`src/rtl/rgbhsv_pkg.sv`:
```
// Shared constants, types and payload structures of the RGB to HSV converter.
package rgbhsv_pkg;

    localparam int COMPONENT_BITS = 8;
    localparam int DIV_BITS       = 16;
    localparam int DIV_STEPS      = 4;
    localparam int DIV_STAGES     = DIV_BITS / DIV_STEPS;
    localparam int HDEN_W         = COMPONENT_BITS + 3;
    localparam int S_TDATA_W      = ((3 * COMPONENT_BITS + 7) / 8) * 8;
    localparam int M_TDATA_W      = ((2 * DIV_BITS + COMPONENT_BITS + 7) / 8) * 8;

    typedef enum logic [1:0] {
        MAX_RED   = 2'b00,
        MAX_GREEN = 2'b01,
        MAX_BLUE  = 2'b10
    } max_sel_t;

    typedef struct packed {
        logic [COMPONENT_BITS-1:0] red;
        logic [COMPONENT_BITS-1:0] green;
        logic [COMPONENT_BITS-1:0] blue;
        logic [COMPONENT_BITS-1:0] value;
        logic [COMPONENT_BITS-1:0] chroma;
        max_sel_t                  max_sel;
    } prep_t;

    typedef struct packed {
        logic [HDEN_W-1:0]         hue_rem;
        logic [HDEN_W-1:0]         hue_den;
        logic [DIV_BITS-1:0]       hue_q;
        logic [COMPONENT_BITS-1:0] sat_rem;
        logic [COMPONENT_BITS-1:0] sat_den;
        logic [DIV_BITS-1:0]       sat_q;
        logic                      hue_zero;
        logic                      sat_zero;
        logic                      sat_full;
        logic [COMPONENT_BITS-1:0] value;
    } div_word_t;

endpackage

```
`src/rtl/rgbhsv_prep.sv`:
```
// Two pipeline stages that find max, min and chroma and form the divider operands.
module rgbhsv_prep (
    input  logic                                  clk,
    input  logic                                  rst_n,
    input  logic                                  in_valid,
    output logic                                  in_ready,
    input  logic [rgbhsv_pkg::COMPONENT_BITS-1:0] in_red,
    input  logic [rgbhsv_pkg::COMPONENT_BITS-1:0] in_green,
    input  logic [rgbhsv_pkg::COMPONENT_BITS-1:0] in_blue,
    output logic                                  out_valid,
    input  logic                                  out_ready,
    output rgbhsv_pkg::div_word_t                 out_data
);

    localparam int CB = rgbhsv_pkg::COMPONENT_BITS;
    localparam int HW = rgbhsv_pkg::HDEN_W;

    logic                  s1_valid_reg;
    logic                  s1_ready;
    rgbhsv_pkg::prep_t     s1_data_reg;
    rgbhsv_pkg::prep_t     s1_data_next;
    logic                  s2_valid_reg;
    rgbhsv_pkg::div_word_t s2_data_reg;
    rgbhsv_pkg::div_word_t s2_data_next;

    assign s1_ready = !s2_valid_reg || out_ready;
    assign in_ready = !s1_valid_reg || s1_ready;

    always_comb
    begin
        logic [CB-1:0] mn;
        mn = in_red;
        if (in_green < mn)
        begin
            mn = in_green;
        end
        if (in_blue < mn)
        begin
            mn = in_blue;
        end
        s1_data_next.red   = in_red;
        s1_data_next.green = in_green;
        s1_data_next.blue  = in_blue;
        priority if (in_red >= in_green && in_red >= in_blue)
        begin
            s1_data_next.max_sel = rgbhsv_pkg::MAX_RED;
            s1_data_next.value   = in_red;
        end
        else if (in_green >= in_blue)
        begin
            s1_data_next.max_sel = rgbhsv_pkg::MAX_GREEN;
            s1_data_next.value   = in_green;
        end
        else
        begin
            s1_data_next.max_sel = rgbhsv_pkg::MAX_BLUE;
            s1_data_next.value   = in_blue;
        end
        s1_data_next.chroma = s1_data_next.value - mn;
    end

    always_comb
    begin
        logic [HW-1:0] c_w;
        logic [HW-1:0] six_c;
        logic [HW-1:0] r_w;
        logic [HW-1:0] g_w;
        logic [HW-1:0] b_w;
        c_w   = HW'(s1_data_reg.chroma);
        r_w   = HW'(s1_data_reg.red);
        g_w   = HW'(s1_data_reg.green);
        b_w   = HW'(s1_data_reg.blue);
        six_c = (c_w << 2) + (c_w << 1);
        unique case (s1_data_reg.max_sel)
            rgbhsv_pkg::MAX_RED:
            begin
                if (g_w >= b_w)
                begin
                    s2_data_next.hue_rem = g_w - b_w;
                end
                else
                begin
                    s2_data_next.hue_rem = six_c - (b_w - g_w);
                end
            end
            rgbhsv_pkg::MAX_GREEN:
            begin
                s2_data_next.hue_rem = (c_w << 1) + b_w - r_w;
            end
            default:
            begin
                s2_data_next.hue_rem = (c_w << 2) + r_w - g_w;
            end
        endcase
        s2_data_next.hue_den  = six_c;
        s2_data_next.hue_q    = '0;
        s2_data_next.sat_rem  = s1_data_reg.chroma;
        s2_data_next.sat_den  = s1_data_reg.value;
        s2_data_next.sat_q    = '0;
        s2_data_next.hue_zero = (s1_data_reg.chroma == '0);
        s2_data_next.sat_zero = (s1_data_reg.value == '0);
        s2_data_next.sat_full = (s1_data_reg.value != '0)
                                && (s1_data_reg.chroma == s1_data_reg.value);
        s2_data_next.value    = s1_data_reg.value;
    end

    always_ff @(posedge clk or negedge rst_n)
    begin
        if (!rst_n)
        begin
            s1_valid_reg <= 1'b0;
            s2_valid_reg <= 1'b0;
        end
        else
        begin
            if (in_ready)
            begin
                s1_valid_reg <= in_valid;
            end
            if (s1_ready)
            begin
                s2_valid_reg <= s1_valid_reg;
            end
        end
    end

    always_ff @(posedge clk)
    begin
        if (in_ready && in_valid)
        begin
            s1_data_reg <= s1_data_next;
        end
        if (s1_ready && s1_valid_reg)
        begin
            s2_data_reg <= s2_data_next;
        end
    end

    assign out_valid = s2_valid_reg;
    assign out_data  = s2_data_reg;

endmodule

```
`src/rtl/rgbhsv_div_stage.sv`:
```
// One divider pipeline stage that retires several quotient bits of hue and saturation.
module rgbhsv_div_stage (
    input  logic                  clk,
    input  logic                  rst_n,
    input  logic                  in_valid,
    output logic                  in_ready,
    input  rgbhsv_pkg::div_word_t in_data,
    output logic                  out_valid,
    input  logic                  out_ready,
    output rgbhsv_pkg::div_word_t out_data
);

    localparam int CB = rgbhsv_pkg::COMPONENT_BITS;
    localparam int HW = rgbhsv_pkg::HDEN_W;

    logic                  valid_reg;
    rgbhsv_pkg::div_word_t data_reg;
    rgbhsv_pkg::div_word_t data_next;

    assign in_ready = !valid_reg || out_ready;

    always_comb
    begin
        logic [HW:0] h_sh;
        logic [CB:0] s_sh;
        data_next = in_data;
        for (int k = 0; k < rgbhsv_pkg::DIV_STEPS; k++)
        begin
            h_sh = {data_next.hue_rem, 1'b0};
            if (h_sh >= {1'b0, data_next.hue_den})
            begin
                data_next.hue_rem = HW'(h_sh - {1'b0, data_next.hue_den});
                data_next.hue_q   = {data_next.hue_q[rgbhsv_pkg::DIV_BITS-2:0], 1'b1};
            end
            else
            begin
                data_next.hue_rem = h_sh[HW-1:0];
                data_next.hue_q   = {data_next.hue_q[rgbhsv_pkg::DIV_BITS-2:0], 1'b0};
            end
            s_sh = {data_next.sat_rem, 1'b0};
            if (s_sh >= {1'b0, data_next.sat_den})
            begin
                data_next.sat_rem = CB'(s_sh - {1'b0, data_next.sat_den});
                data_next.sat_q   = {data_next.sat_q[rgbhsv_pkg::DIV_BITS-2:0], 1'b1};
            end
            else
            begin
                data_next.sat_rem = s_sh[CB-1:0];
                data_next.sat_q   = {data_next.sat_q[rgbhsv_pkg::DIV_BITS-2:0], 1'b0};
            end
        end
    end

    always_ff @(posedge clk or negedge rst_n)
    begin
        if (!rst_n)
        begin
            valid_reg <= 1'b0;
        end
        else if (in_ready)
        begin
            valid_reg <= in_valid;
        end
    end

    always_ff @(posedge clk)
    begin
        if (in_ready && in_valid)
        begin
            data_reg <= data_next;
        end
    end

    assign out_valid = valid_reg;
    assign out_data  = data_reg;

`ifndef SYNTHESIS
    a_hue_rem_bound: assert property (@(posedge clk) disable iff (!rst_n)
        valid_reg && !data_reg.hue_zero |-> data_reg.hue_rem < data_reg.hue_den)
        else $error("Hue remainder is not below its divisor.");

    a_sat_rem_bound: assert property (@(posedge clk) disable iff (!rst_n)
        valid_reg && !data_reg.sat_zero && !data_reg.sat_full
        |-> data_reg.sat_rem < data_reg.sat_den)
        else $error("Saturation remainder is not below its divisor.");

    a_stall_hold: assert property (@(posedge clk) disable iff (!rst_n)
        valid_reg && !out_ready |=> valid_reg && $stable(data_reg))
        else $error("Divider stage lost or changed a stalled word.");
`endif

endmodule

```
`src/rtl/rgb_to_hsv_converter.sv`:
```
// Top level of the RGB to HSV converter with stream ports and the output register.
// Stages: an input transfer passes two operand stages, four divider stages of four quotient
// bits each and one output register before its result appears on the master side.
// Throughput: one pixel per cycle; each stage holds its word when the next one is stalled.
// Reset: rst_n clears all valid bits asynchronously; data registers are not reset.
module rgb_to_hsv_converter (
    input  logic                             clk,
    input  logic                             rst_n,
    input  logic                             s_axis_tvalid,
    output logic                             s_axis_tready,
    // Fields from bit 0 up: red, green, blue.
    input  logic [rgbhsv_pkg::S_TDATA_W-1:0] s_axis_tdata,
    output logic                             m_axis_tvalid,
    input  logic                             m_axis_tready,
    // Fields from bit 0 up: hue, saturation, brightness.
    output logic [rgbhsv_pkg::M_TDATA_W-1:0] m_axis_tdata
);

    localparam int CB = rgbhsv_pkg::COMPONENT_BITS;
    localparam int DB = rgbhsv_pkg::DIV_BITS;
    localparam int NS = rgbhsv_pkg::DIV_STAGES;

    logic                  stage_valid [NS+1];
    logic                  stage_ready [NS+1];
    rgbhsv_pkg::div_word_t stage_data  [NS+1];

    logic                  out_valid_reg;
    logic                  out_ready;
    logic [DB-1:0]         hue_reg;
    logic [DB-1:0]         hue_next;
    logic [DB-1:0]         sat_reg;
    logic [DB-1:0]         sat_next;
    logic [CB-1:0]         bright_reg;

    rgbhsv_prep u_prep (
        .clk       (clk),
        .rst_n     (rst_n),
        .in_valid  (s_axis_tvalid),
        .in_ready  (s_axis_tready),
        .in_red    (s_axis_tdata[CB-1:0]),
        .in_green  (s_axis_tdata[2*CB-1:CB]),
        .in_blue   (s_axis_tdata[3*CB-1:2*CB]),
        .out_valid (stage_valid[0]),
        .out_ready (stage_ready[0]),
        .out_data  (stage_data[0])
    );

    for (genvar i = 0; i < NS; i++)
    begin : g_div
        rgbhsv_div_stage u_div (
            .clk       (clk),
            .rst_n     (rst_n),
            .in_valid  (stage_valid[i]),
            .in_ready  (stage_ready[i]),
            .in_data   (stage_data[i]),
            .out_valid (stage_valid[i+1]),
            .out_ready (stage_ready[i+1]),
            .out_data  (stage_data[i+1])
        );
    end

    assign out_ready          = !out_valid_reg || m_axis_tready;
    assign stage_ready[NS]    = out_ready;

    always_comb
    begin
        if (stage_data[NS].hue_zero)
        begin
            hue_next = '0;
        end
        else
        begin
            hue_next = stage_data[NS].hue_q;
        end
        priority if (stage_data[NS].sat_zero)
        begin
            sat_next = '0;
        end
        else if (stage_data[NS].sat_full)
        begin
            sat_next = '1;
        end
        else
        begin
            sat_next = stage_data[NS].sat_q;
        end
    end

    always_ff @(posedge clk or negedge rst_n)
    begin
        if (!rst_n)
        begin
            out_valid_reg <= 1'b0;
        end
        else if (out_ready)
        begin
            out_valid_reg <= stage_valid[NS];
        end
    end

    always_ff @(posedge clk)
    begin
        if (out_ready && stage_valid[NS])
        begin
            hue_reg    <= hue_next;
            sat_reg    <= sat_next;
            bright_reg <= stage_data[NS].value;
        end
    end

    assign m_axis_tvalid = out_valid_reg;
    assign m_axis_tdata  = rgbhsv_pkg::M_TDATA_W'({bright_reg, sat_reg, hue_reg});

`ifndef SYNTHESIS
    a_black_is_zero: assert property (@(posedge clk) disable iff (!rst_n)
        out_valid_reg && bright_reg == '0 |-> hue_reg == '0 && sat_reg == '0)
        else $error("A black pixel gave nonzero hue or saturation.");

    a_gray_no_hue: assert property (@(posedge clk) disable iff (!rst_n)
        out_valid_reg && sat_reg == '0 |-> hue_reg == '0)
        else $error("A gray pixel gave a nonzero hue.");

    a_idle_ready: assert property (@(posedge clk) disable iff (!rst_n)
        !out_valid_reg |-> s_axis_tready)
        else $error("Input not ready although the output register is empty.");
`endif

endmodule
```
`config.mk`:
```
export PLATFORM = sky130hd
export DESIGN_NAME = rgb_to_hsv_converter
export DESIGN_NICKNAME = d
export VERILOG_FILES = /design/src/rtl/rgbhsv_pkg.sv /design/src/rtl/rgbhsv_prep.sv /design/src/rtl/rgbhsv_div_stage.sv /design/src/rtl/rgb_to_hsv_converter.sv
export SDC_FILE = /design/constraint.sdc
export NUM_CORES = 1
export LEC_CHECK = 0
export BUFFER_PORTS_ARGS = -buffer_cell sky130_fd_sc_hd__buf_2
export CAP_MARGIN = 20
export CORE_MARGIN = 1
export CORE_UTILIZATION = 25
export DETAILED_ROUTE_END_ITERATION = 12
export PLACE_DENSITY = 0.37
export SETUP_SLACK_MARGIN = 0.2
export SYNTH_ARGS = -nofsm -noshare
export SYNTH_HDL_FRONTEND = slang
export SYNTH_SLANG_ARGS = --single-unit
```
`constraint.sdc`:
```
create_clock -name clk -period 11.3 [get_ports clk]
set_input_delay 1.695 -clock clk [delete_from_list [all_inputs] [get_ports clk]]
set_output_delay 1.695 -clock clk [all_outputs]
set_load 0.1 [all_outputs]
```
==> results of run 1 <==
metrics by stage:
| step | setup WS (ns) | cells | area (sq um) | util |
|---|---|---|---|---|
| 5_1_grt | 0.2019 | 4609 | 32310 | 0.2829 |
| 2_1_floorplan | 1.238 | 2980 | 28780 | - |
| 3_3_place_gp | 0.5461 | 4533 | 31030 | 0.2717 |
| 6_report | 0.8282 | 4609 | 32310 | 0.2829 |
| 4_1_cts | 0.8411 | 4608 | 32290 | 0.2827 |
| 3_5_place_dp | 0.8637 | 4534 | 31040 | 0.2718 |
cells in the final DEF (no fill, tap or decap), types with 18 or more instances in the layout:
cell / netlist / routed
edfxtp_1: 329 / 329
buf_4: 1 / 22
and3_1: 18 / 18
xor2_1: 66 / 66
nand4_1: 21 / 21
ha_1: 367 / 367
mux2i_1: 34 / 34
fa_1: 23 / 23
o21bai_1: 26 / 26
nor2b_1: 81 / 79
nor3_1: 55 / 55
mux2_2: 88 / 88
nor2_1: 255 / 254
o21a_1: 64 / 64
nand3_1: 45 / 45
nand2b_1: 58 / 58
xnor2_1: 146 / 146
o211ai_1: 22 / 22
inv_1: 242 / 242
a21o_1: 103 / 103
a21oi_1: 205 / 205
buf_2: 3 / 69
or3_1: 18 / 18
nand2_1: 156 / 156
clkbuf_16: 0 / 42
o21ai_0: 190 / 189
a221o_1: 24 / 24
kinds of logic after synthesis:
kind of cell             Yosys count  share of synthesized area
AO/OA/AOI/OAI                    818                     0.1870
AND/OR/NAND/NOR                  797                     0.1366
XOR/XNOR                         212                    0.06451
adder cells (fa/ha/maj)          390                     0.1755
multiplexers                     124                    0.04729
buffers and inverters            303                    0.03977
flip-flops                       336                     0.3493
final cells by class:
class | instances | area [sq um] | area share
timing repair buffer | 93 | 541.8 | 0.01677
inverter | 253 | 949.7 | 0.02939
sequential | 336 | 10050 | 0.3112
tap | 1512 | 1892 | 0.05855
clock buffer | 46 | 1066 | 0.03300
multi-input combinational | 2341 | 17620 | 0.5454
clock inverter | 28 | 182.7 | 0.005654
critical path, delay by kind of cell, from the launching register on:
kind,cells,cell delay [ns]
multiplexers,3,0.85
adder cells (fa/ha/maj),4,1.32
flip-flops,1,0.43
AND/OR/NAND/NOR,8,1.67
buffers and inverters,4,0.98
AO/OA/AOI/OAI,18,4.95
worst min-delay path by stage:
stage                                       end  slack [ns]  cells past startpoint
floorplan                         bright_reg[0]        0.40                      0
CTS                 g_div[3].u_div.out_data[54]        0.41                      0
detailed placement  g_div[2].u_div.out_data[53]        0.40                      0
finish              g_div[3].u_div.out_data[48]        0.41                      0
global route        g_div[3].u_div.out_data[52]        0.42                      0
global placement    g_div[3].u_div.out_data[21]        0.40                      0
repair_timing:
item / 4_1_cts / 5_1_grt
endpoints found under the setup margin: 0 / 5
buffers inserted: 0 / 0
gates resized for setup: 0 / 2
routing by layer:
| metal | up-vias | track usage | share of wire |
|---|---|---|---|
| met5 | - | 0 | 0 |
| met1 | 10640 | 0.1824 | 0.47 |
| met3 | 109 | 0.01739 | 0.030 |
| met2 | 386 | 0.2356 | 0.47 |
| li1 | 11150 | - | - |
| met4 | 0 | 0.04167 | 0.027 |
cells in the mapped netlist, types with 8 or more instances:
library cell and count:
a21o_1 103, a211o_1 11, o21a_1 64, a221o_1 24
and4_1 17, o31ai_1 11, edfxtp_1 329, and3_1 18
nor3_1 55, inv_1 242, nor2_1 255, nor2b_1 81
xnor2_1 146, o31a_1 12, xor2_1 66, clkbuf_1 41
a21boi_0 17, or4_1 8, a31oi_1 17, o21ai_0 190
mux2_2 88, or3_1 18, ha_1 367, and2_1 19
a221oi_1 8, nand2b_1 58, a21oi_1 205, nand2_1 156
o21bai_1 26, a211oi_1 15, or2_2 16, fa_1 23
o211ai_1 22, o221ai_1 10, nand4_1 21, nand3_1 45
mux2i_1 34
==> results_dict.tcl, run 1 <==
set metrics [dict create \
    outcome "finished, final reports clean" \
    skew_ns 0.01225 \
    syn_inst 2980 \
    routabilityCongestion 0.8576 \
    critPathArrivalTime_ns 10.80 \
    hpwl_mm 65.18 \
    synth_top_cell_by_area "edfxtp_1" \
    vias_per_cell 4.836 \
    core_sq_mm 0.1142 \
    grt-ovfl-total 0 \
    post-route-min-period_ns 10.47 \
    tightestPinTransition_ns 1.009 \
    nets 3485 \
    hp-class "flop to flop" \
    via_count 22290 \
    async_flop_share 0.02083 \
    ant_nets 0 \
    numCtsBuffers 42 \
    crit_slowest_cell "a21oi_1" \
    synth.top_cell.area_share 0.3432 \
    syn_avg_cell_area_sq_um 9.659 \
    slew_violations 0 \
    largest_reg_flops 208 \
    holdWs_ns 0.4126 \
    h-tree-depth 2 \
    critPathKind "flop to flop" \
    io_buffer_count 69 \
    worstSetupStartpointType "flop" \
    design.die.area_sq_mm 0.1165 \
    initial_core_util 0.2521 \
    totalWireLength_mm 81.78 \
    synth-edff-count 329 \
    first_global_vias 22580 \
    setup_viol 0 \
    max-cap-violations 0 \
    drcViolationCount 0 \
    netlist_top_cells_area "edfxtp_1, ha_1, xnor2_1" \
    seq_area_frac_synth 0.3493 \
    crit_start "u_prep.out_data[61]" \
    root_buffer "clkbuf_16" \
    r2r_cells 37 \
    cts_sinks 336 \
    clockBufferDepth 3 \
    reg2reg_to "g_div[0].u_div.out_data[73]" \
    clkSlewWorstSetupHoldPaths_ns 0.06 \
    yosysWarnings 0 \
    syn_area_sq_mm 0.02878 \
    syn_nets 3398 \
    grt_usage 0.1386 \
    period_share 0.9267 \
    grt_max_degree 64 \
    rows 124 \
    slowest_delay_ns 0.52 \
    wl_per_cell_microns 17.74 \
    fillers 12030 \
    hold_viol 0 \
    die_h_microns 341.3 \
    min-delay-start "g_div[2].u_div.out_data[44]" \
    cp-end-kind "flop" \
    crit_end "g_div[0].u_div.out_data[73]" \
    finalSetupTns_ns 0 \
    cp_max_fo 17 \
    area_growth_pct 12.25 \
    rsz0062_at_grt "false" \
    ioPinCount 70 \
    grt_first_pass_wirelength_mm 128.1 \
    clock.fmax_ghz 0.09549 \
    r2r_start "u_prep.out_data[61]" \
    ctsHoldBuffers 0 \
    drtIter0Drc 1168 \
    drive_above_1_share 0.09202 \
    reg2reg_setup_slack_ns 0.83 \
    synth-main-ff-cell "edfxtp_1" \
    antenna_found_initial 0 \
    cts_tree "yes" \
    yosysUniqueCellTypes 86 \
    clkLatencyLatePin_ns 0.58 \
    relSlewSlack 0.3185 \
    n_antenna_cell 0 \
    cp_data_required_time_ns 11.63 \
    firstDrtPassIters 6 \
    die_w_microns 341.3 \
    synth_seq_cells 336 \
]
Power of run 1 is not shown: default switching activity piles up to over one toggle a cycle in this logic, so the estimate is an artifact.
==> run 2, diff against run 1 <==
--- a/config.mk
+++ b/config.mk
@@ -9,6 +9,7 @@
 export CAP_MARGIN = 20
 export CORE_MARGIN = 1
 export CORE_UTILIZATION = 25
+export CTS_BUF_LIST = sky130_fd_sc_hd__clkbuf_2
 export DETAILED_ROUTE_END_ITERATION = 12
 export PLACE_DENSITY = 0.37
 export SETUP_SLACK_MARGIN = 0.2
==> run 2 against run 1 <==
Against the previous run: die area is the same; critical path depth shrank 1; count of clock-buffer cells in the layout grew 89; cell area shrank 1.0%; maximum frequency grew 0.17%; via count grew 1.6%; non-clock buffer count is the same; hold slack lost 0.031 ns; global-route usage grew 0.13 points; first-iteration DRC count grew 7.2%.
==> results_dict.tcl, run 2 (synthesis results as in run 1) <==
set metrics [dict create \
    drive_above_1_share 0.1174 \
    dp.cells 4534 \
    outcome "finished, final reports clean" \
    ant_nets 0 \
    hold_viol 0 \
    area_growth_pct 11.09 \
    hp-class "input pin to asynchronous set/reset pin" \
    first_global_vias 23040 \
    period_share 0.9251 \
    drcViolationCount 0 \
    clkLatencyLatePin_ns 1.18 \
    rsz0062_at_grt "false" \
    core_sq_mm 0.1142 \
    grt_usage 0.1399 \
    clkSlewWorstSetupHoldPaths_ns 0.10 \
    rows 124 \
    worstSetupStartpointType "flop" \
    drtIter0Drc 1252 \
    hpwl_mm 65.18 \
    vias_per_cell 4.809 \
    skew_ns 0.08637 \
    tightestPinTransition_ns 1.014 \
    routabilityCongestion 0.8576 \
    ctsHoldBuffers 0 \
    slowest_delay_ns 0.53 \
    die_w_microns 341.3 \
    root_buffer "clkbuf_2" \
    slew_violations 0 \
    critPathKind "flop to flop" \
    grt-ovfl-total 0 \
    io_buffer_count 69 \
    cts_sinks 336 \
    h-tree-depth 3 \
    firstDrtPassIters 10 \
    layout_commonest_cell "ha_1" \
    design.die.area_sq_mm 0.1165 \
    setup_viol 0 \
    largest_reg_flops 208 \
    nets 3538 \
    initial_core_util 0.2521 \
    max-cap-violations 0 \
    stdcell_count 4708 \
    die_h_microns 341.3 \
    antenna_found_initial 3 \
    relSlewSlack 0.3150 \
    totalWireLength_mm 82.09 \
    clockBufferDepth 3 \
    clock.fmax_ghz 0.09566 \
    grt_first_pass_wirelength_mm 128.9 \
    cp_data_required_time_ns 12.22 \
    ioPinCount 70 \
    cp-end-kind "flop" \
    cts_tree "yes" \
    final_cell_mix "ha_1, edfxtp_1, nor2_1" \
    cp_max_fo 17 \
    numCtsBuffers 95 \
    post-route-min-period_ns 10.45 \
    critPathArrivalTime_ns 11.38 \
    via_count 22640 \
    crit_slowest_cell "a21oi_1" \
    finalSetupTns_ns 0 \
    grt_max_degree 64 \
    wl_per_cell_microns 17.44 \
]
run 2: changes by cell type in the layout (fill, tap and decap cells not counted), moves of 2 or more:
cell        previous run  this run
clkbuf_16             42         0
diode_2                0         3
clkbuf_1               4         0
inv_2                  5         7
clkinvlp_4             5         0
clkinv_1              17        27
clkbuf_2               0       135
bufinv_16              1         3
clkinv_2               8         6
run 2: worst max-delay path: cells and delay by family (launching register included):
family	cells	cell delay [ns]
AND/OR/NAND/NOR	6	1.48
adder cells (fa/ha/maj)	4	1.35
AO/OA/AOI/OAI	18	4.89
buffers and inverters	4	0.79
flip-flops	1	0.45
multiplexers	4	1.25
run 2: final cells by class:
cell class,instances,area [sq um]
Antenna cell,3,7.507
Clock buffer,135,675.6
Clock inverter,35,232.7
Fill cell,12130,82210
Inverter,253,949.7
Multi-Input combinational cell,2341,17620
Sequential cell,336,10050
Tap cell,1512,1892
Timing Repair Buffer,93,541.8
run 2: worst paths after layout:
path | startpoint | cells past startpoint | to | slack (ns)
max | u_prep.out_data[61] | 36 | g_div[0].u_div.out_data[73] | 0.85
min | rst_n | 1 | u_prep.out_valid | 0.38
max reg2reg | u_prep.out_data[61] | 36 | g_div[0].u_div.out_data[73] | 0.85
min reg2reg | g_div[1].u_div.out_data[29] | 0 | g_div[2].u_div.out_data[29] | 0.40
max in group asynchronous | rst_n | 1 | g_div[1].u_div.out_valid | 10.70
min in group clk | g_div[1].u_div.out_data[29] | 0 | g_div[2].u_div.out_data[29] | 0.40
run 2: routing by layer:
| metal | vias to the layer above | GRT usage | part of all wire | wire length [microns] |
|---|---|---|---|---|
| met2 | 438 | 0.2339 | 0.47 | 38370 |
| met5 | - | 0 | 0.00016 | 13 |
| li1 | 11330 | - | - | - |
| met4 | 2 | 0.05166 | 0.030 | 2434 |
| met1 | 10730 | 0.1810 | 0.47 | 38250 |
| met3 | 139 | 0.02183 | 0.037 | 3022 |
run 2: what timing repair did:
item	4_1_cts	5_1_grt
endpoints found under the setup margin	0	6
buffers inserted	0	0
gates resized for setup	0	2
run 2: per-stage QoR:
stage	worst slack (ns)	utilization	hold slack (ns)	instance area [sq um]
3_5_place_dp	0.8637	0.2718	0.4045	31040
4_1_cts	0.7741	0.2798	0.1433	31950
2_1_floorplan	1.238	-	0.4003	28780
3_3_place_gp	0.5461	0.2717	0.4009	31030
5_1_grt	0.2215	0.2800	0.2045	31980
6_report	0.8463	0.2800	0.3815	31980
Power of run 2 is left out for the same reason.
